--- config.mk ---
export PLATFORM = sky130hd
export DESIGN_NAME = rmq_sqrt
export DESIGN_NICKNAME = d
export VERILOG_FILES = /design/src/rtl/assert_macros.svh /design/src/rtl/rmq_pkg.sv /design/src/rtl/rmq_sqrt.sv
export SDC_FILE = /design/constraint.sdc
export NUM_CORES = 1
export LEC_CHECK = 0
export BUFFER_PORTS_ARGS = -buffer_cell sky130_fd_sc_hd__buf_2
export CORE_ASPECT_RATIO = 1.4
export CORE_MARGIN = 5
export CORE_UTILIZATION = 50
export DETAILED_ROUTE_END_ITERATION = 8
export GPL_TIMING_DRIVEN = 0
export MAX_ROUTING_LAYER = met4
export PLACE_DENSITY = 0.72
export SETUP_SLACK_MARGIN = 0.15
export SLEW_MARGIN = 20
export SYNTH_ARGS = -nofsm -noshare
export SYNTH_HDL_FRONTEND = slang
export SYNTH_SLANG_ARGS = --single-unit
--- constraint.sdc ---
create_clock -name clk -period 2.95 [get_ports clk]
set_clock_uncertainty 0.2 [all_clocks]
set_input_delay 0.59 -clock clk [delete_from_list [all_inputs] [get_ports clk]]
set_output_delay 0.59 -clock clk [all_outputs]
set_load 0.02 [all_outputs]
--- src/rtl/assert_macros.svh ---
// Assertion macros, included by rotation_matrix_to_quaternion.
// No dependencies; define ASSERT_OFF to compile the checks out.
`ifndef ASSERT_MACROS_SVH
`define ASSERT_MACROS_SVH
`ifndef ASSERT_OFF
`define ASSERT_CLK(lbl, clk, rstn, prop, msg) \
  lbl: assert property (@(posedge clk) disable iff (!(rstn)) (prop)) else $error(msg);
`define ASSERT_NORST(lbl, clk, prop, msg) \
  lbl: assert property (@(posedge clk) (prop)) else $error(msg);
`else
`define ASSERT_CLK(lbl, clk, rstn, prop, msg)
`define ASSERT_NORST(lbl, clk, prop, msg)
`endif
`endif

--- src/rtl/rmq_pkg.sv ---
// Types and constants for the rotation matrix to quaternion pipeline.
// No dependencies.
package rmq_pkg;

  localparam int FIELD_W   = 16;
  localparam int TERM_W    = 17;  // clamped winning term, unsigned
  localparam int MAG_W     = 17;  // magnitude of an off-diagonal sum or difference
  localparam int ROOT_W    = 15;  // floor(sqrt(term << 12))
  localparam int RAD_SHIFT = 12;
  localparam int NUM_W     = 30;
  localparam int DEN_W     = 16;
  localparam int QUO_W     = 18;
  localparam int DIV_SHIFT = 13;

  localparam int SQRT_STEPS = ROOT_W;
  localparam int DIV_STEPS  = QUO_W;

  localparam logic [ROOT_W-1:0]  V_MIN_Q14 = ROOT_W'(2048);
  localparam logic [FIELD_W-1:0] ONE_Q14   = FIELD_W'(16384);

  typedef struct packed {
    logic signed [FIELD_W-1:0] m_r1c1;
    logic signed [FIELD_W-1:0] m_r1c2;
    logic signed [FIELD_W-1:0] m_r1c3;
    logic signed [FIELD_W-1:0] m_r2c1;
    logic signed [FIELD_W-1:0] m_r2c2;
    logic signed [FIELD_W-1:0] m_r2c3;
    logic signed [FIELD_W-1:0] m_r3c1;
    logic signed [FIELD_W-1:0] m_r3c2;
    logic signed [FIELD_W-1:0] m_r3c3;
  } rmq_in_t;

  typedef struct packed {
    logic signed [FIELD_W-1:0] quat_x;
    logic signed [FIELD_W-1:0] quat_y;
    logic signed [FIELD_W-1:0] quat_z;
    logic signed [FIELD_W-1:0] quat_w;
  } rmq_out_t;

endpackage

--- src/rtl/rmq_sqrt.sv ---
// Pipelined integer square root, one root bit per stage.
// Depends on rmq_pkg.
module rmq_sqrt (
  input  logic                         clk,
  input  logic                         en,
  input  logic [rmq_pkg::TERM_W-1:0]   big_i,
  output logic [rmq_pkg::ROOT_W-1:0]   root_o
);

  localparam int N     = rmq_pkg::ROOT_W;
  localparam int TW    = rmq_pkg::TERM_W;
  localparam int SH    = rmq_pkg::RAD_SHIFT;
  localparam int PAD_W = 2 * N - TW - SH;

  logic [TW-1:0] big_r  [N];
  logic [N-1:0]  root_r [N];
  logic [N+1:0]  rem_r  [N];

  for (genvar k = 0; k < N; k++) begin : g_st
    logic [TW-1:0]  big_in;
    logic [N-1:0]   root_in;
    logic [N+1:0]   rem_in;
    logic [2*N-1:0] rad;
    logic [N+3:0]   cur;
    logic [N+3:0]   trial;
    logic [N+1:0]   rem_nxt;
    logic [N-1:0]   root_nxt;

    if (k == 0) begin : g_first
      assign big_in  = big_i;
      assign root_in = '0;
      assign rem_in  = '0;
    end else begin : g_next
      assign big_in  = big_r[k-1];
      assign root_in = root_r[k-1];
      assign rem_in  = rem_r[k-1];
    end

    assign rad   = {{PAD_W{1'b0}}, big_in, {SH{1'b0}}};
    assign cur   = {rem_in, rad[2*(N-1-k)+1 -: 2]};
    assign trial = {2'b00, root_in, 2'b01};

    always_comb begin
      if (cur >= trial) begin
        rem_nxt  = (N+2)'(cur - trial);
        root_nxt = {root_in[N-2:0], 1'b1};
      end else begin
        rem_nxt  = cur[N+1:0];
        root_nxt = {root_in[N-2:0], 1'b0};
      end
    end

    always_ff @(posedge clk) begin
      if (en) begin
        big_r[k]  <= big_in;
        root_r[k] <= root_nxt;
        rem_r[k]  <= rem_nxt;
      end
    end
  end

  assign root_o = root_r[N-1];

endmodule

## Word level (Yosys, flattened, before mapping)

Memory sizes are Yosys's and may differ from the RTL's.
Cells that the tools add are included.

- Bits in registers: 0
- Memory bits (writable): 735
- Bits of input ports: 19
- Output and inout port bits: 15
- Memories: 3

- Add/sub/neg operators: 15
- $lt $le $gt $ge: 15
- Multiplexer cells: 32

Memory list:

| name | depth | bits a word | read ports | clocked after memory_dff | wr ports | line | RTL |
|---|---|---|---|---|---|---|---|
| big_r | 15 | 17 | 14 | 0 | 15 | rmq_sqrt.sv:15 | `logic [TW-1:0] big_r [N];` |
| rem_r | 15 | 17 | 14 | 0 | 15 | rmq_sqrt.sv:17 | `logic [N+1:0] rem_r [N];` |
| root_r | 15 | 15 | 15 | 0 | 15 | rmq_sqrt.sv:16 | `logic [N-1:0] root_r [N];` |

Operator list:

| cell | count |
|---|---|
| $ge A19 B17 Y1 | 14 |
| $mux W17 | 15 |
| $sub A17 B17 Y17 | 14 |
| $mux W1 | 17 |
| $sub A1 B1 Y2 const B | 1 |
| $ge A1 B1 Y1 const B | 1 |

## Depth between registers and ports, before layout

An unclocked memory read counts as a cell.

- Depth after elaboration: 3
- Gate-level depth with buffers: 10

## Least setup slack after synthesis

Ideal clock, no wire load.

- Kind: register to register
- Start: memory rem_r[0][102] (netlist bit)
- End: memory rem_r[0][123] (netlist bit) (data pin)
- Setup time: 0.260 ns
- Data arrival time: 2.381 ns
- Required time: 2.490 ns
- Setup slack: 0.108 ns
- Stages on the path, launching flop included: 8
- Path buffers: 1
- Clock period less this slack: 2.842 ns
- Path through: edfxtp_1 > ha_1 > o21a_1 > or4_4 > a32o_2 > or4_4 > buf_6 > mux2_4

RTL lines:

| element | line |
|---|---|
| start, declared | rmq_sqrt.sv:17 |

==> flow_summary.toml <==
[setup_path]
critPathLaunchType = "flip-flop"
crit_required_ns = 3.04
reg2reg_from = "big_r[0][104]$_DFFE_PP_"
endpoint_kind = "flip-flop"
cp_max_fo = 5
arrival_ns = 3.02
crit_path_start = "big_r[0][104]$_DFFE_PP_"
worst-setup-path-type = "flip-flop to flip-flop"
reg2reg_slack_ns = 0.02
reg2reg_depth = 6
r2r_end = "rem_r[0][123]$_DFFE_PP_"

[timing]
rsz0062_at_grt = "yes"
fin_hold_ws_ns = 0.02892
worstMarginPinSlew_ns = 0.7227
finalSetupViolCount = 0
maxSlewHeadroom_pct = 51.82
finalHoldViolCount = 0
setup_ws_ns = 0.01674
fin_crit_sh_pct = 99.43
fin_tns_setup_ns = 0
fmax_mhz = 340.9
min_period_ns = 2.933
drv_slew = 0

[synth]
syn-num-nets = 1786
ys_top_cells_by_count = "edfxtp_1, inv_1, ha_1, nand2_1, a21oi_1"
ys.flop_type = "edfxtp_1"
synth.largest_area_cell = "edfxtp_1"
syn_avg_cell_area_um2 = 12.32
synth.area.top_cells = "edfxtp_1, ha_1, xor2_1"
synth-edff-count = 402
synth_top_area_share_pct = 59.77
yosysWarnings = 0
synthArstFlopShare_pct = 0
synth_area_um2 = 20200
syn_inst = 1639
yosysUniqueCellTypes = 72
synth.most_common_cell = "edfxtp_1"
seq_area_frac_synth_pct = 59.77
ys_seq_elements = 402

[clock_network]
clock_sinks = 402
clock_path_buffers = 3
cts_buffers = 40
h-tree-depth = 2
insertion_delay_ns = 0.56
clk_pin_slew_ns = 0.06
cts_tree = "built"
clockRootBuffer = "clkbuf_16"

[power]
irDropWorstVdd_mv = 0.5303
p_leak_nw = 9.118
power_density_nw_per_um2 = 652.6

[floorplanning]
die_h_um = 247.8
coreArea_um2 = 40170
start_util_pct = 50.28
die-area_um2 = 44570
rows = 87
dieWidth_um = 179.9
num_io_pins = 34

[detailed_routing]
dr.pass1.iters = 5
antenna_left = 0
wl_um = 41180
drcViolationCount = 0
drt_iter0_markers = 523
vias = 13090
wl_per_cell_um = 17.63
via_per_inst = 5.601

[hold_path]
hold_class = "input pin to flip-flop"
worstHoldEndpoint = "big_r[0][9]$_DFFE_PP_"
hold_path_depth = 1
hp-start = "big_i[9]"

[global_routing]
grt_usage_pct = 18.50
grt_max_degree = 97
grt_pass1_wl_um = 64960
grt-ovfl-total = 0
grt_pass1_vias = 14070
antenna_found_initial = 0

[cells_and_area]
final_cells = 2336
antenna_cells = 0
nNetsFinal = 1917
drive_gt1_share_pct = 18.15
area_delta_synth_final_pct = 17.78

[placement]
place_hpwl_um = 28860
placed_cells = 2210
port_buffers = 33
place_ws_ns = -0.6879
globalplace.congestion = 0.9563

[run_status]
status = "finished, final reports clean"

[flow_run]
cap_violations = 0
[sequential cells by signal, indices dropped and copies added, names as in the netlist]
register	count
rem_r	216
root_r	107
big_r	79
[cell families after synthesis]
logic type / Yosys count / share of synthesized area, %
xor+xnor: 132 / 5.724
buf+inv: 169 / 3.265
simple gates: 436 / 10.71
flops: 402 / 59.77
compound gates: 331 / 10.15
fa+ha+maj: 128 / 8.116
other cells: 1 / 0.01857
mux: 40 / 2.243
[layout make-up]
| class | instances | area [um^2] |
|---|---|---|
| multi-input combinational | 1068 | 8197 |
| timing repair buffer | 89 | 754.5 |
| inverter | 150 | 568.0 |
| clock inverter | 28 | 347.8 |
| fill | 2912 | 16380 |
| buffer | 19 | 136.4 |
| tap | 534 | 668.1 |
| clock buffer | 46 | 1045 |
| sequential | 402 | 12070 |
[layer usage]
layer	track usage (%)	share of wire, %	vias up
li1	-	-	6334
met1	13.54	30	6328
met2	39.53	61	275
met3	2.360	2.9	148
met4	12.17	6.4	0
met5	-	0	-
[power by group]
part	total, mW	internal [mW]	leakage (nW)	switching (mW)
Combinational	2.67	1.19	4.66	1.48
Sequential	7.49	7.09	3.78	0.396
Clock	5.37	3.18	0.679	2.19
[critical path: stages (launching register included)]
cell	delay, ns
edfxtp_1	0.54
o21a_1	0.26
or4_4	0.44
a32o_2	0.30
or4_4	0.45
buf_8	0.17
mux2_4	0.29
[metrics by stage]
stage / utilization (%) / power (mW) / cell area [um^2]
2_1_floorplan: - / 9.207 / 20210
3_3_place_gp: 52.39 / 9.854 / 21050
3_5_place_dp: 52.69 / 9.927 / 21170
4_1_cts: 57.72 / 15.42 / 23180
5_1_grt: 59.22 / 16.20 / 23790
6_report: 59.22 / 15.52 / 23790
[worst max path at each step]
| stage | endpoint |
|---|---|
| 3_5_place_dp | rem_r[1][48]$_DFFE_PP_ |
| 3_3_place_gp | root_r[1][92]$_DFFE_PP_ |
| 5_1_grt | rem_r[0][126]$_DFFE_PP_ |
| 2_1_floorplan | rem_r[0][123]$_DFFE_PP_ |
| 4_1_cts | rem_r[0][126]$_DFFE_PP_ |
| 6_report | rem_r[0][123]$_DFFE_PP_ |
[placed cells by master, fill, tap and decap left out, types with 28 or more instances in the layout]
cell       instances
clkbuf_16         42
ha_1             106
mux2_2            28
buf_2             34
xor2_1            74
a21oi_1           91
nor2_1            98
nand2_1          107
xnor2_1           58
edfxtp_1         402
nor3_1            46
buf_4             42
inv_1            137
o21ai_0           72
[repair_timing]
item / in CTS / in global routing
setup endpoints to repair: 141 / 92
gates cloned: 1 / 1
pin swaps: 27 / 35
endpoints found under the hold margin: 7 / 0
buffers inserted: 22 / 21
resized for setup: 91 / 98
hold buffers: 7 / 0
Note: power is estimated with default switching activity, not from simulation.
