--- src/rtl/assert_macros.svh ---
// Assertion macros, included by rotation_matrix_to_quaternion.
// No dependencies; define ASSERT_OFF to compile the checks out.
`ifndef ASSERT_MACROS_SVH
`define ASSERT_MACROS_SVH
`ifndef ASSERT_OFF
`define ASSERT_CLK(lbl, clk, rstn, prop, msg) \
  lbl: assert property (@(posedge clk) disable iff (!(rstn)) (prop)) else $error(msg);
`define ASSERT_NORST(lbl, clk, prop, msg) \
  lbl: assert property (@(posedge clk) (prop)) else $error(msg);
`else
`define ASSERT_CLK(lbl, clk, rstn, prop, msg)
`define ASSERT_NORST(lbl, clk, prop, msg)
`endif
`endif

--- src/rtl/rmq_pkg.sv ---
// Types and constants for the rotation matrix to quaternion pipeline.
// No dependencies.
package rmq_pkg;

  localparam int FIELD_W   = 16;
  localparam int TERM_W    = 17;  // clamped winning term, unsigned
  localparam int MAG_W     = 17;  // magnitude of an off-diagonal sum or difference
  localparam int ROOT_W    = 15;  // floor(sqrt(term << 12))
  localparam int RAD_SHIFT = 12;
  localparam int NUM_W     = 30;
  localparam int DEN_W     = 16;
  localparam int QUO_W     = 18;
  localparam int DIV_SHIFT = 13;

  localparam int SQRT_STEPS = ROOT_W;
  localparam int DIV_STEPS  = QUO_W;

  localparam logic [ROOT_W-1:0]  V_MIN_Q14 = ROOT_W'(2048);
  localparam logic [FIELD_W-1:0] ONE_Q14   = FIELD_W'(16384);

  typedef struct packed {
    logic signed [FIELD_W-1:0] m_r1c1;
    logic signed [FIELD_W-1:0] m_r1c2;
    logic signed [FIELD_W-1:0] m_r1c3;
    logic signed [FIELD_W-1:0] m_r2c1;
    logic signed [FIELD_W-1:0] m_r2c2;
    logic signed [FIELD_W-1:0] m_r2c3;
    logic signed [FIELD_W-1:0] m_r3c1;
    logic signed [FIELD_W-1:0] m_r3c2;
    logic signed [FIELD_W-1:0] m_r3c3;
  } rmq_in_t;

  typedef struct packed {
    logic signed [FIELD_W-1:0] quat_x;
    logic signed [FIELD_W-1:0] quat_y;
    logic signed [FIELD_W-1:0] quat_z;
    logic signed [FIELD_W-1:0] quat_w;
  } rmq_out_t;

endpackage

--- src/rtl/rmq_div.sv ---
// Pipelined restoring divider, one quotient bit per stage, then sign and saturation.
// Depends on rmq_pkg.
module rmq_div (
  input  logic                                clk,
  input  logic                                en,
  input  logic [rmq_pkg::NUM_W-1:0]           num_i,
  input  logic [rmq_pkg::DEN_W-1:0]           den_i,
  input  logic                                neg_i,
  output logic signed [rmq_pkg::FIELD_W-1:0]  q_o
);

  localparam int Q  = rmq_pkg::QUO_W;
  localparam int NW = rmq_pkg::NUM_W;
  localparam int DW = rmq_pkg::DEN_W;
  localparam int RW = DW + 1;
  localparam int FW = rmq_pkg::FIELD_W;

  logic [NW-1:0] num_r [Q];
  logic [DW-1:0] den_r [Q];
  logic          neg_r [Q];
  logic [Q-1:0]  quo_r [Q];
  logic [RW-1:0] rem_r [Q];

  logic [FW-1:0]        mag;
  logic signed [FW-1:0] q_r;

  for (genvar k = 0; k < Q; k++) begin : g_st
    logic [NW-1:0] num_in;
    logic [DW-1:0] den_in;
    logic          neg_in;
    logic [Q-1:0]  quo_in;
    logic [RW-1:0] rem_in;
    logic [RW:0]   cur;
    logic [RW-1:0] rem_nxt;
    logic          bit_nxt;

    if (k == 0) begin : g_first
      assign num_in = num_i;
      assign den_in = den_i;
      assign neg_in = neg_i;
      assign quo_in = '0;
      // top bits of the numerator are always below the divisor
      assign rem_in = {{(RW-(NW-Q)){1'b0}}, num_i[NW-1:Q]};
    end else begin : g_next
      assign num_in = num_r[k-1];
      assign den_in = den_r[k-1];
      assign neg_in = neg_r[k-1];
      assign quo_in = quo_r[k-1];
      assign rem_in = rem_r[k-1];
    end

    assign cur = {rem_in, num_in[Q-1-k]};

    always_comb begin
      if (cur >= {2'b00, den_in}) begin
        rem_nxt = RW'(cur - {2'b00, den_in});
        bit_nxt = 1'b1;
      end else begin
        rem_nxt = cur[RW-1:0];
        bit_nxt = 1'b0;
      end
    end

    always_ff @(posedge clk) begin
      if (en) begin
        num_r[k] <= num_in;
        den_r[k] <= den_in;
        neg_r[k] <= neg_in;
        quo_r[k] <= {quo_in[Q-2:0], bit_nxt};
        rem_r[k] <= rem_nxt;
      end
    end
  end

  assign mag = (quo_r[Q-1] > Q'(rmq_pkg::ONE_Q14)) ? rmq_pkg::ONE_Q14 : quo_r[Q-1][FW-1:0];

  always_ff @(posedge clk) begin
    if (en) begin
      q_r <= neg_r[Q-1] ? signed'(-mag) : signed'(mag);
    end
  end

  assign q_o = q_r;

endmodule

--- config.mk ---
export PLATFORM = sky130hd
export DESIGN_NAME = rmq_div
export DESIGN_NICKNAME = d
export VERILOG_FILES = /design/src/rtl/assert_macros.svh /design/src/rtl/rmq_pkg.sv /design/src/rtl/rmq_div.sv
export SDC_FILE = /design/constraint.sdc
export NUM_CORES = 1
export LEC_CHECK = 0
export BUFFER_PORTS_ARGS = -buffer_cell sky130_fd_sc_hd__buf_4
export CAP_MARGIN = 20
export CORE_MARGIN = 8
export CORE_UTILIZATION = 57
export CTS_BUF_LIST = sky130_fd_sc_hd__clkbuf_16
export CTS_CLUSTER_SIZE = 24
export DETAILED_ROUTE_END_ITERATION = 6
export GPL_ROUTABILITY_DRIVEN = 0
export HOLD_SLACK_MARGIN = 0.03
export PLACE_DENSITY_LB_ADDON = 0.15
export SYNTH_ARGS = -nofsm -noshare
export SYNTH_HDL_FRONTEND = slang
export SYNTH_SLANG_ARGS = --single-unit
--- constraint.sdc ---
create_clock -name clk -period 3 [get_ports clk]
set_clock_uncertainty 0.05 [all_clocks]
set_input_delay 0.6 -clock clk [delete_from_list [all_inputs] [get_ports clk]]
set_output_delay 0.6 -clock clk [all_outputs]
set_load 0.05 [all_outputs]
After elaboration in Yosys (flattened, before gate mapping)
Memory sizes are Yosys's and may differ from the RTL's. Index checks and enable logic that the tools add are counted.

Register bits after elaboration: 16. Memory bits (writable): 1476. Input bits: 49. Word-level logic and storage cells: 84. Memories kept: 5.

Add/subtract/negate cells: 19. Magnitude comparators: 19. Muxes and demuxes: 40.

Memories: num_r (words 18, width 30, read ports 17, clocked after memory_dff 0, wr ports 18, RTL line rmq_div.sv:18) `logic [NW-1:0] num_r [Q];`; quo_r (words 18, width 18, read ports 18, clocked after memory_dff 0, wr ports 18, RTL line rmq_div.sv:21) `logic [Q-1:0] quo_r [Q];`; rem_r (words 18, width 17, read ports 17, clocked after memory_dff 0, wr ports 18, RTL line rmq_div.sv:22) `logic [RW-1:0] rem_r [Q];`; den_r (words 18, width 16, read ports 17, clocked after memory_dff 0, wr ports 18, RTL line rmq_div.sv:19) `logic [DW-1:0] den_r [Q];`; neg_r (words 18, width 1, read ports 18, clocked after memory_dff 0, wr ports 18, RTL line rmq_div.sv:20) `logic neg_r [Q];`.

Operators with widths (number): $ge 18x16->1 (17); $mux 17 (18); $sub 17x16->17 (17); $mux 16 (2); $mux 1 (20); $gt 18x15->1 const B (1); $sub 13x16->17 (1); $ge 13x16->1 (1); $neg 16->16 (1).

Longest topological paths before layout
An unclocked memory read counts as a cell.

Depth in word-level cells: 5. Depth in mapped cells: 13. Depth with buffers taken out: 11.

Worst setup path before layout
Ideal clock, no wire load.

Path kind: register -> register. Start: mem num_r[12][4] in the netlist's numbering. End: mem rem_r[13][10] in the netlist's numbering (data pin). Setup time: 0.260 ns. Arrival time: 2.906 ns. Data required time: 2.690 ns. Setup slack: -0.216 ns. Stages on the path, launching flop included: 14. Buffers on the path: 2. Path through: edfxtp_1 > inv_1 > ha_1 > inv_1 > fa_1 > a21o_1 > a221oi_4 > o21ai_2 > a221o_1 > a21o_1 > a31o_1 > buf_6 > buf_12 > mux2_4.

RTL lines (RTL line): start, declared (rmq_div.sv:18); end, declared (rmq_div.sv:22).

==> metrics.txt <==
Avg Inst Size Synth=12.3 µm²; Final setup viols=16; TritonCTS Buffers=97; Int Pwr=34.7 mW; count leader, synth=edfxtp_1; max frequency=322 MHz; Total Power=51.8 mW; asr flop ratio synth=0%; Post-synth EDFFs=919; Largest delay share family, worst path=compound AO/OA/AOI/OAI gates; worst-margin pin slew=731 ps; GR Util met3=3.48%; capturing element type of the critical path=flop; drt pass-1 iters=7; final setup margin=-103 ps; top-area cell type share of the netlist area=60.3%; clock transition at the registers of the reported paths=60 ps; Final Critical Period=3100 ps; # diodes=0; Reg-to-Reg End=rem_r[13][12]; nets=4313; post-synthesis sequential area ratio=60.3%; CP max FO=4; maximum vdd drop=0.000476 V; Post-route DRC=0; antenna viol nets, final=0; CP most frequent cell=a21o_1; WP buf/inv=2; critical path's slowest cell=edfxtp_1; crit-path max cell delay=430 ps; Synth area leaders=edfxtp_1, ha_1, a21oi_1, inv_1, xnor2_1; share of layout cells above drive strength 1=13.0%; HPWL Detailed=64100 µm; largest net degree at the start of global routing=109; Placed Area=48600 µm²; port buffer count=64; clock network fraction of total power=24.6%; cell chain of the critical path=buf_4 > fa_2 > a21o_1 > a221oi_4 > o21ai_2 > a221o_1 > a21o_1 > a31o_4 > clkbuf_16 > mux2_4; Distinct cells, synth=78; HP Class=input port to flop; Synth Flop Type=edfxtp_1; Post-Syn Instances=3716; Worst Reg2Reg Path Length in Cells=10; hold_sp=neg_i; stages on the worst setup path=10; Netlist Area Pre-Place=45800 µm²; Global Route Usage Sum=19.3%; DR vias=28547; Crit Path Class=flop to flop; Hold Path Sink=neg_r[0]; Std-Cell Rows=104; Reg power frac=37.7%; final number of hold-violating endpoints=0; Die Ht=299 µm; via/cell ratio=5.59; Synth Net Count=4068; RSZ-0062 raised after global routing=true; worst-skew pair later-pin latency=660 ps; Syn. warnings=0; H-tree levels=3; most frequent cells after synthesis=edfxtp_1, inv_1, a21oi_1, ha_1, nor2_1; full die area=89600 µm²; Slew Limit Fails=0; hold path cells=1; Slew headroom=50.0%; antenna violations before repair=0; period utilisation layout=103%; leakage=21.0 nW; Comb power frac=37.7%; CP Launch Type=flop; Util after Layout=65.6%; GR met2 Demand/Resource=30.0%; global-route wire length before repair=141000 µm; worst r2r src=rem_r[12][0]; routed len/inst=17.4 µm; vias in the first global route=27242; Starting DRT DRC Count=2275; max cap viols=0; failing checks=negative setup slack; Critical Path RT=3340 ps; Switching Fraction=32.9%; CTS sink count=919; CTS tree=done; buffers from clock root to sink, at most=3; P_sw=17.1 mW; Starting Density=57.2%; Clock Tree Root=clkbuf_16; DRT Wirelength=88900 µm; Most Used Layer, Global Route=met2; met1 usage=27.8%; CORE AREA=80000 µm²; Yosys top cell by area=edfxtp_1; gr ovfl total=0; ratio of total power to cell area=986 nW/µm²; status=finished, violations left; Post-Layout Inst Area=52500 µm²; # IOs=65; Synth Register Bits=919; synthesis-to-layout area growth=14.7%; WP data arrival=3450 ps; Die W=299 µm; R2R Setup Slk=-100 ps
==> routing by layer <==
metal  wire length (µm)  vias to the layer above
met3               5330                      144
met2              39700                      711
met1              41500                    13467
met4               2300                        0
met5                  0                        -
li1                   -                    14225
==> cells in the final DEF, fill, tap and decap left out, drive strengths merged, types with 56 or more instances in the layout <==
cell    instances
a21o          118
a21oi         348
buf           214
clkbuf        103
edfxtp        919
ha            286
inv           376
mux2           81
nand2         243
nand3          56
nor2          244
o21ai         203
xnor2         115
xor2           96
==> sequential cells by signal, indices dropped and copies added, names as in the netlist <==
register / flops
den_r: 272
neg_r: 18
num_r: 153
q_o: 16
quo_r: 171
rem_r: 289
==> worst reg2reg max path, stage by stage (launching register included) <==
cell and delay (ps):
edfxtp_1 430, buf_4 170, fa_2 400, a21o_1 210
a221oi_4 310, o21ai_2 80, a221o_1 310, a21o_1 180
a31o_4 260, clkbuf_16 160, mux2_4 280
==> final cells by class <==
| cell class | count | area, µm² |
|---|---|---|
| flip-flops and latches | 919 | 27600 |
| multi-input cells | 2361 | 16700 |
| clock inverters | 82 | 943 |
| well taps | 1060 | 1330 |
| inverters | 362 | 1360 |
| clock buffers | 100 | 2500 |
| fillers | 5923 | 27500 |
| repair buffers | 220 | 2050 |
==> cell families after synthesis <==
group | share of synthesized area (%)
compound gates | 12.9
xor+xnor | 4.04
fa+ha+maj | 8.57
buf+inv | 3.65
flops | 60.3
mux | 2.34
simple gates | 8.24
==> how the worst max path moves through the flow <==
stage               slack (ps)            end    startpoint
CTS                       -110  rem_r[13][15]  num_r[12][4]
floorplan                  -70  rem_r[13][10]  num_r[12][4]
global placement           -40   rem_r[13][9]  num_r[12][4]
detailed placement        -100   rem_r[13][9]  num_r[12][4]
finish                    -100  rem_r[13][12]  rem_r[12][0]
global route              -150  rem_r[13][12]  num_r[12][4]
==> per-stage QoR <==
| step | setup WS [ps] | TNS, ps | hold slack, ps | std cells |
|---|---|---|---|---|
| 5_1_grt | -150 | -2100 | 33.1 | 5104 |
| 2_1_floorplan | -69.2 | -484 | 350 | 3716 |
| 3_5_place_dp | -104 | -1580 | 355 | 4901 |
| 3_3_place_gp | -42.3 | -425 | 350 | 4901 |
| 6_report | -103 | -1160 | 70.0 | 5104 |
| 4_1_cts | -110 | -1370 | 31.0 | 5087 |
==> power by group through the flow <==
| stage | Combinational [mW] | Clock, mW | Sequential, mW |
|---|---|---|---|
| after floorplan | 14.2 | 0 | 18.9 |
| after global placement | 18.5 | 0 | 19.7 |
| after detailed placement | 18.7 | 0 | 19.7 |
| after CTS | 19.0 | 13.0 | 19.5 |
| after global routing | 21.7 | 13.5 | 19.8 |
| final | 19.5 | 12.7 | 19.5 |
==> repair_timing <==
item | 4_1_cts | 5_1_grt
setup endpoints to repair | 39 | 151
gates cloned | 0 | 4
buffers inserted | 1 | 13
resized for setup | 5 | 41
pin swaps | 6 | 17
hold buffers | 3 | 0
hold endpoints to repair | 3 | 0
Power figures use the tool's default switching activity.
